File: src/design/rgbyc_pkg.sv
// Shared constants, coefficients and pipeline control type for the RGB/YUV converter.
package rgbyc_pkg;

	localparam int FRAC_BITS_DEF = 8;
	localparam int CK_BITS = 16;

	localparam int FPW = 27;
	localparam int IPW = 39;

	localparam logic REG_DIRECTION  = 1'b0;
	localparam logic REG_COLOR_MODE = 1'b1;

	localparam logic signed [17:0] KY_R = 18'sd19595;
	localparam logic signed [17:0] KY_G = 18'sd38470;
	localparam logic signed [17:0] KY_B = 18'sd7471;
	localparam logic signed [17:0] KU_R = -18'sd9643;
	localparam logic signed [17:0] KU_G = -18'sd18931;
	localparam logic signed [17:0] KU_B = 18'sd28574;
	localparam logic signed [17:0] KV_R = 18'sd40303;
	localparam logic signed [17:0] KV_G = -18'sd33749;
	localparam logic signed [17:0] KV_B = -18'sd6554;

	localparam logic signed [18:0] KR_V = 19'sd74703;
	localparam logic signed [18:0] KG_U = -19'sd25863;
	localparam logic signed [18:0] KG_V = -19'sd38052;
	localparam logic signed [18:0] KB_U = 19'sd133173;

	typedef struct packed {
		logic adv1;
		logic adv2;
		logic adv3;
		logic dir_s2;
		logic mode_s2;
	} pipe_ctl_t;

	function automatic logic [7:0] clamp_byte(input logic signed [IPW-1:0] x);
		logic [7:0] r;
		if (x < 0)
			r = 8'd0;
		else if (x > 255)
			r = 8'd255;
		else
			r = x[7:0];
		return r;
	endfunction

endpackage

File: src/design/rgbyc_fwd.sv
// Forward datapath: RGB bytes to fixed-point Y, U, V over three stages.
module rgbyc_fwd
	import rgbyc_pkg::*;
#(
	parameter int FRAC_BITS = FRAC_BITS_DEF
) (
	input  logic                clk,
	input  pipe_ctl_t           ctl,
	input  logic [7:0]          red,
	input  logic [7:0]          green,
	input  logic [7:0]          blue,
	output logic [15:0]         luma,
	output logic signed [15:0]  chroma_u,
	output logic signed [16:0]  chroma_v
);

	localparam int SH = CK_BITS - FRAC_BITS;
	localparam logic signed [FPW-1:0] RND = FPW'((1 << SH) >> 1);

	logic signed [FPW-1:0] p_yr_s1, p_yg_s1, p_yb_s1;
	logic signed [FPW-1:0] p_ur_s1, p_ug_s1, p_ub_s1;
	logic signed [FPW-1:0] p_vr_s1, p_vg_s1, p_vb_s1;
	logic [7:0]            red_s1;

	logic signed [FPW-1:0] y_s2, u_s2, v_s2;
	logic [7:0]            red_s2;

	logic signed [FPW-1:0] y_r, u_r, v_r;
	logic [23:0]           grey_w;

	logic [15:0]           luma_s3;
	logic signed [15:0]    chroma_u_s3;
	logic signed [16:0]    chroma_v_s3;

	always_ff @(posedge clk) begin
		if (ctl.adv1) begin
			p_yr_s1 <= $signed({1'b0, red})   * KY_R;
			p_yg_s1 <= $signed({1'b0, green}) * KY_G;
			p_yb_s1 <= $signed({1'b0, blue})  * KY_B;
			p_ur_s1 <= $signed({1'b0, red})   * KU_R;
			p_ug_s1 <= $signed({1'b0, green}) * KU_G;
			p_ub_s1 <= $signed({1'b0, blue})  * KU_B;
			p_vr_s1 <= $signed({1'b0, red})   * KV_R;
			p_vg_s1 <= $signed({1'b0, green}) * KV_G;
			p_vb_s1 <= $signed({1'b0, blue})  * KV_B;
			red_s1  <= red;
		end
	end

	always_ff @(posedge clk) begin
		if (ctl.adv2) begin
			y_s2   <= p_yr_s1 + p_yg_s1 + p_yb_s1;
			u_s2   <= p_ur_s1 + p_ug_s1 + p_ub_s1;
			v_s2   <= p_vr_s1 + p_vg_s1 + p_vb_s1;
			red_s2 <= red_s1;
		end
	end

	always_comb begin
		y_r    = (y_s2 + RND) >>> SH;
		u_r    = (u_s2 + RND) >>> SH;
		v_r    = (v_s2 + RND) >>> SH;
		grey_w = 24'(red_s2) << FRAC_BITS;
	end

	always_ff @(posedge clk) begin
		if (ctl.adv3) begin
			if (ctl.dir_s2) begin
				luma_s3     <= '0;
				chroma_u_s3 <= '0;
				chroma_v_s3 <= '0;
			end else if (!ctl.mode_s2) begin
				luma_s3     <= grey_w[15:0];
				chroma_u_s3 <= '0;
				chroma_v_s3 <= '0;
			end else begin
				luma_s3     <= y_r[15:0];
				chroma_u_s3 <= u_r[15:0];
				chroma_v_s3 <= v_r[16:0];
			end
		end
	end

	assign luma     = luma_s3;
	assign chroma_u = chroma_u_s3;
	assign chroma_v = chroma_v_s3;

endmodule

File: src/design/rgbyc_inv.sv
// Inverse datapath: fixed-point Y, U, V to clamped RGB bytes over three stages.
module rgbyc_inv
	import rgbyc_pkg::*;
#(
	parameter int FRAC_BITS = FRAC_BITS_DEF
) (
	input  logic                clk,
	input  pipe_ctl_t           ctl,
	input  logic signed [19:0]  luma,
	input  logic signed [19:0]  chroma_u,
	input  logic signed [19:0]  chroma_v,
	output logic [7:0]          red,
	output logic [7:0]          green,
	output logic [7:0]          blue
);

	localparam int SHI = FRAC_BITS + CK_BITS;
	localparam logic signed [20:0] GRND = 21'((1 << FRAC_BITS) >> 1);

	logic signed [IPW-1:0] ys_s1, p_rv_s1, p_gu_s1, p_gv_s1, p_bu_s1;
	logic signed [19:0]    luma_s1;

	logic signed [IPW-1:0] r_s2, g_s2, b_s2;
	logic signed [20:0]    grey_s2;

	logic signed [IPW-1:0] r_sh, g_sh, b_sh;

	logic [7:0] red_s3, green_s3, blue_s3;

	always_ff @(posedge clk) begin
		if (ctl.adv1) begin
			ys_s1   <= IPW'(luma) <<< CK_BITS;
			p_rv_s1 <= chroma_v * KR_V;
			p_gu_s1 <= chroma_u * KG_U;
			p_gv_s1 <= chroma_v * KG_V;
			p_bu_s1 <= chroma_u * KB_U;
			luma_s1 <= luma;
		end
	end

	always_ff @(posedge clk) begin
		if (ctl.adv2) begin
			r_s2    <= ys_s1 + p_rv_s1;
			g_s2    <= ys_s1 + p_gu_s1 + p_gv_s1;
			b_s2    <= ys_s1 + p_bu_s1;
			grey_s2 <= (21'(luma_s1) + GRND) >>> FRAC_BITS;
		end
	end

	always_comb begin
		r_sh = r_s2 >>> SHI;
		g_sh = g_s2 >>> SHI;
		b_sh = b_s2 >>> SHI;
	end

	always_ff @(posedge clk) begin
		if (ctl.adv3) begin
			if (!ctl.dir_s2) begin
				red_s3   <= '0;
				green_s3 <= '0;
				blue_s3  <= '0;
			end else if (!ctl.mode_s2) begin
				red_s3   <= clamp_byte(IPW'(grey_s2));
				green_s3 <= '0;
				blue_s3  <= '0;
			end else begin
				red_s3   <= clamp_byte(r_sh);
				green_s3 <= clamp_byte(g_sh);
				blue_s3  <= clamp_byte(b_sh);
			end
		end
	end

	assign red   = red_s3;
	assign green = green_s3;
	assign blue  = blue_s3;

endmodule

File: src/design/rgb_yuv_color_convert.sv
// Top level of the pipelined RGB/YUV colour converter with configuration registers.
//
// channel   signals                                  transfer when
// -------   --------------------------------------   ---------------------------
// input     in_valid, in_stall, 6 pixel fields      in_valid & !in_stall
// output    out_valid, out_stall, 6 result fields   out_valid & !out_stall
// config    wr_en, wr_index, wr_data                 wr_en
//
// The stages are multiply, sum, and round and clamp, each stage registered.
// One pixel enters per cycle while the output is taken; throughput is 1 per clock.
// A stall holds only the stages that are full; empty stages keep filling.
// Reset clears the stage valid bits and sets direction 0, colour mode 1.
module rgb_yuv_color_convert
	import rgbyc_pkg::*;
#(
	parameter int FRAC_BITS = FRAC_BITS_DEF
) (
	input  logic                clk,
	input  logic                arst_n,
	input  logic                wr_en,
	input  logic                wr_index,
	input  logic                wr_data,
	input  logic                in_valid,
	output logic                in_stall,
	input  logic [7:0]          red_in,
	input  logic [7:0]          green_in,
	input  logic [7:0]          blue_in,
	input  logic signed [19:0]  luma_in,
	input  logic signed [19:0]  chroma_u_in,
	input  logic signed [19:0]  chroma_v_in,
	output logic                out_valid,
	input  logic                out_stall,
	output logic [15:0]         luma_out,
	output logic signed [15:0]  chroma_u_out,
	output logic signed [16:0]  chroma_v_out,
	output logic [7:0]          red_out,
	output logic [7:0]          green_out,
	output logic [7:0]          blue_out
);

	logic direction_q, color_mode_q;
	logic v_s1, v_s2, v_s3;
	logic dir_s1, mode_s1, dir_s2, mode_s2;
	pipe_ctl_t ctl;

	always_ff @(posedge clk or negedge arst_n) begin
		if (!arst_n) begin
			direction_q  <= 1'b0;
			color_mode_q <= 1'b1;
		end else if (wr_en) begin
			case (wr_index)
				REG_DIRECTION:  direction_q  <= wr_data;
				REG_COLOR_MODE: color_mode_q <= wr_data;
				default: ;
			endcase
		end
	end

	always_comb begin
		ctl.adv3    = !v_s3 || !out_stall;
		ctl.adv2    = !v_s2 || ctl.adv3;
		ctl.adv1    = !v_s1 || ctl.adv2;
		ctl.dir_s2  = dir_s2;
		ctl.mode_s2 = mode_s2;
	end

	assign in_stall  = !ctl.adv1;
	assign out_valid = v_s3;

	always_ff @(posedge clk or negedge arst_n) begin
		if (!arst_n) begin
			v_s1 <= 1'b0;
			v_s2 <= 1'b0;
			v_s3 <= 1'b0;
		end else begin
			if (ctl.adv1)
				v_s1 <= in_valid;
			if (ctl.adv2)
				v_s2 <= v_s1;
			if (ctl.adv3)
				v_s3 <= v_s2;
		end
	end

	always_ff @(posedge clk) begin
		if (ctl.adv1) begin
			dir_s1  <= direction_q;
			mode_s1 <= color_mode_q;
		end
		if (ctl.adv2) begin
			dir_s2  <= dir_s1;
			mode_s2 <= mode_s1;
		end
	end

	rgbyc_fwd #(
		.FRAC_BITS(FRAC_BITS)
	) u_fwd (
		.clk      (clk),
		.ctl      (ctl),
		.red      (red_in),
		.green    (green_in),
		.blue     (blue_in),
		.luma     (luma_out),
		.chroma_u (chroma_u_out),
		.chroma_v (chroma_v_out)
	);

	rgbyc_inv #(
		.FRAC_BITS(FRAC_BITS)
	) u_inv (
		.clk      (clk),
		.ctl      (ctl),
		.luma     (luma_in),
		.chroma_u (chroma_u_in),
		.chroma_v (chroma_v_in),
		.red      (red_out),
		.green    (green_out),
		.blue     (blue_out)
	);

endmodule
File: config.mk
export PLATFORM = sky130hd
export DESIGN_NAME = rgb_yuv_color_convert
export DESIGN_NICKNAME = d
export VERILOG_FILES = /design/src/design/rgbyc_pkg.sv /design/src/design/rgbyc_fwd.sv /design/src/design/rgbyc_inv.sv /design/src/design/rgb_yuv_color_convert.sv
export SDC_FILE = /design/constraint.sdc
export NUM_CORES = 2
export LEC_CHECK = 0
export BUFFER_PORTS_ARGS = -buffer_cell sky130_fd_sc_hd__buf_4
export CAP_MARGIN = 10
export CORE_MARGIN = 1.5
export CORE_UTILIZATION = 60
export CTS_CLUSTER_SIZE = 40
export DETAILED_ROUTE_END_ITERATION = 8
export GPL_ROUTABILITY_DRIVEN = 0
export GPL_TIMING_DRIVEN = 0
export PLACE_DENSITY = 0.77
export SLEW_MARGIN = 20
export SYNTH_ARGS = -nofsm -noshare
export SYNTH_HDL_FRONTEND = slang
export SYNTH_SLANG_ARGS = --single-unit
File: constraint.sdc
create_clock -name clk -period 29.7 [get_ports clk]
set_clock_uncertainty 0.1 [all_clocks]
set_input_delay 2.97 -clock clk [delete_from_list [all_inputs] [get_ports clk]]
set_output_delay 2.97 -clock clk [all_outputs]
set_load 0.1 [all_outputs]
==> flow_summary.ini <==
[run_status]
status = finished, final reports clean

[timing]
fmax_ghz = 0.104
slew_viol_final = 0
setup_tns_ns = 0
timing.final.crit_share = 0.323
layout_setup_ws_ns = 20.11
hold_viol = 0
setup_viol = 0
rsz0062_at_grt = no
period_needed_ns = 9.59
max_slew_margin = 0.230
worst_pin_slew_ns = 1.16

[clock_network]
path_clk_slew_ns = 0.07
clk_latency_ns = 0.68
numCtsBuffers = 59
ctsHtreeMaxLevel = 2
cts.sinks = 534
cts_max_path_buffers = 3
cts_tree = built
cts.hold.buffers_added = 0
root_buffer = clkbuf_16
post_cts_buffers = 0
cts_resized = 0

[detailed_routing]
wl_um = 155000
routed_via_density = 5.58
firstDrtPassIters = 7
drc = 0
wl_per_cell_um = 19.4
routed-via-count = 44600
final_antenna_net_count = 0
drt-initial-drc-count = 2803

[synthesis]
synth_edf_count = 529
ys_ff_latch = 534
syn_area_mm2 = 0.0665
netlist_instances = 6206
ys_warn_count = 0
async_reset_ff_frac = 0.00936
syn-num-nets = 8300
avgSynthCellArea_um2 = 10.7
yosysSeqAreaShare = 0.241
synthFlopType = edfxtp_1
synth_cell_types = 80

[global_route]
antenna_found_initial = 3
first_global_vias = 47400
grt_usage = 0.285
grt_pass1_wl_um = 247000
grt_max_degree = 55
gr-total-overflow = 0

[die]
io_pins = 166
placementRows = 121
die_height_um = 336
die_x_um = 336
core_area_mm2 = 0.109
start_util = 0.608
die_area_mm2 = 0.113

[hold_path]
min_path_cells = 0
hp-class = flip-flop to flip-flop

[critical_path]
crit_fanout = 12
worstSetupEndpointType = flip-flop
critPathLaunchType = input pin
reg2regPathDepth = 12
crit_type = input pin to flip-flop
critPathRequiredTime_ns = 30.00
worstPathArrival_ns = 9.89

[finish]
drive_gt1_frac = 0.0504
diodes = 0
n_fill_cell = 8265
nets = 8557
synthToLayoutAreaGrowth_pct = 8.23

[job]
drv_cap = 0

[placement]
dpl.hpwl_um = 130000
dp_slack_ns = 19.53
io_buffers = 165
==> state kept, by name, indices dropped and copies added (netlist names), 21 cells and up <==
| signal | flops |
|---|---|
| u_inv.p_gu_s1 | 34 |
| u_inv.p_gv_s1 | 32 |
| u_fwd.p_vg_s1 | 25 |
| u_inv.p_rv_s1 | 25 |
| u_fwd.p_ug_s1 | 23 |
| u_fwd.p_vr_s1 | 23 |
| u_inv.p_bu_s1 | 23 |
| u_fwd.p_ur_s1 | 22 |
| u_fwd.p_yb_s1 | 21 |
| u_fwd.p_yr_s1 | 21 |
==> final cells by class <==
| class | count | area, µm² | share of cell area |
|---|---|---|---|
| inverters | 1498 | 5620 | 0.0781 |
| plain buffers | 28 | 106 | 0.00148 |
| clock inverters | 33 | 409 | 0.00569 |
| repair buffers | 196 | 1650 | 0.0230 |
| clock buffers | 76 | 1540 | 0.0214 |
| well taps | 1476 | 1850 | 0.0257 |
| flip-flops and latches | 534 | 16000 | 0.223 |
| multi-input cells | 4146 | 44800 | 0.622 |
==> synthesized netlist by cell type, drive strengths merged, types with 5 or more instances <==
| cell type | n | area [µm²] |
|---|---|---|
| nor4 | 12 | 75.1 |
| nand3 | 90 | 450 |
| edfxtp | 529 | 15900 |
| and2 | 24 | 150 |
| a211o | 14 | 123 |
| a221oi | 5 | 50.0 |
| o311ai | 12 | 105 |
| nor3 | 79 | 395 |
| or4 | 5 | 37.5 |
| xor2 | 124 | 1090 |
| o21a | 64 | 480 |
| o31a | 5 | 43.8 |
| o21bai | 32 | 240 |
| o21ai | 183 | 916 |
| a21o | 114 | 856 |
| clkbuf | 25 | 93.8 |
| or2 | 25 | 156 |
| o31ai | 8 | 60.1 |
| nand2 | 169 | 634 |
| fa | 851 | 17000 |
| nor2 | 273 | 1020 |
| o211ai | 20 | 150 |
| o2111ai | 6 | 52.6 |
| a2111oi | 11 | 116 |
| a31oi | 29 | 188 |
| nand2b | 41 | 257 |
| a21boi | 27 | 203 |
| a41oi | 8 | 70.1 |
| xnor2 | 255 | 2230 |
| nor2b | 51 | 319 |
| and4 | 5 | 43.8 |
| ha | 1152 | 14400 |
| nor3b | 5 | 37.5 |
| a21oi | 247 | 1240 |
| nand4 | 25 | 156 |
| a311oi | 6 | 52.6 |
| a211oi | 37 | 278 |
| and3 | 46 | 293 |
| inv | 1497 | 5620 |
| or3 | 30 | 188 |
==> worst paths after layout <==
kind | from | endpoint | slack (ns)
max | chroma_v_in[11] | u_inv.p_gv_s1[37] | 20.11
min | dir_s1 | dir_s2 | 0.30
max reg2reg | u_fwd.p_vg_s1[2] | u_fwd.v_s2[24] | 25.54
min reg2reg | dir_s1 | dir_s2 | 0.30
max in group asynchronous | arst_n | color_mode_q | 27.33
min in group asynchronous | arst_n | out_valid | 1.99
==> critical path, stage by stage <==
cell and delay, ns:
buf_4 0.26, inv_1 0.18, fa_1 0.63, inv_1 0.12, ha_1 0.30, inv_1 0.06
fa_1 0.51, inv_1 0.05, fa_1 0.50, fa_1 0.55, inv_1 0.06, fa_1 0.57
inv_1 0.06, ha_1 0.24, nor2_1 0.11, o21ai_0 0.13, a211oi_1 0.41, nor3_1 0.14
nor3_1 0.59, o311ai_1 0.25, a2111oi_0 0.60, o31ai_1 0.15, a21oi_1 0.19, xnor2_1 0.25
==> metrics by stage <==
stage	cells	util	cell area, µm²	hold WS [ns]
4_1_cts	7987	0.658	72000	0.305
3_5_place_dp	7878	0.640	70000	0.305
3_3_place_gp	7847	0.636	69600	0.302
5_1_grt	7987	0.658	72000	0.310
2_1_floorplan	6206	-	66500	0.300
6_report	7987	0.658	72000	0.301
==> placed cells by master (no fill, tap or decap), types with 28 or more instances in the layout <==
| master | n |
|---|---|
| a211oi_1 | 37 |
| a21o_1 | 114 |
| a21oi_1 | 246 |
| a31oi_1 | 28 |
| and3_1 | 45 |
| buf_4 | 165 |
| clkbuf_1 | 41 |
| clkbuf_16 | 59 |
| edfxtp_1 | 529 |
| fa_1 | 851 |
| ha_1 | 1152 |
| inv_1 | 1496 |
| nand2_1 | 168 |
| nand2b_1 | 41 |
| nand3_1 | 89 |
| nor2_1 | 273 |
| nor2b_1 | 51 |
| nor3_1 | 79 |
| o21a_1 | 64 |
| o21ai_0 | 180 |
| o21bai_1 | 32 |
| or3_1 | 30 |
| xnor2_1 | 255 |
| xor2_1 | 124 |
==> per-layer routing <==
| layer | vias to the layer above | global-route usage | routed length, µm |
|---|---|---|---|
| li1 | 20900 | - | - |
| met1 | 22000 | 0.341 | 59900 |
| met2 | 1240 | 0.491 | 76100 |
| met3 | 368 | 0.0470 | 9690 |
| met4 | 4 | 0.153 | 9540 |
| met5 | - | 0 | 23 |
==> cell families after synthesis <==
group,after synthesis,synth area share
buf+inv,1526,0.0862
flops,534,0.241
simple gates,893,0.0651
fa+ha+maj,2003,0.473
mux,7,0.00111
compound gates,864,0.0838
xor+xnor,379,0.0499
Power is left out: the tool's default activity adds up to more than one toggle a clock period on the data nets, which glitch-free logic cannot reach.
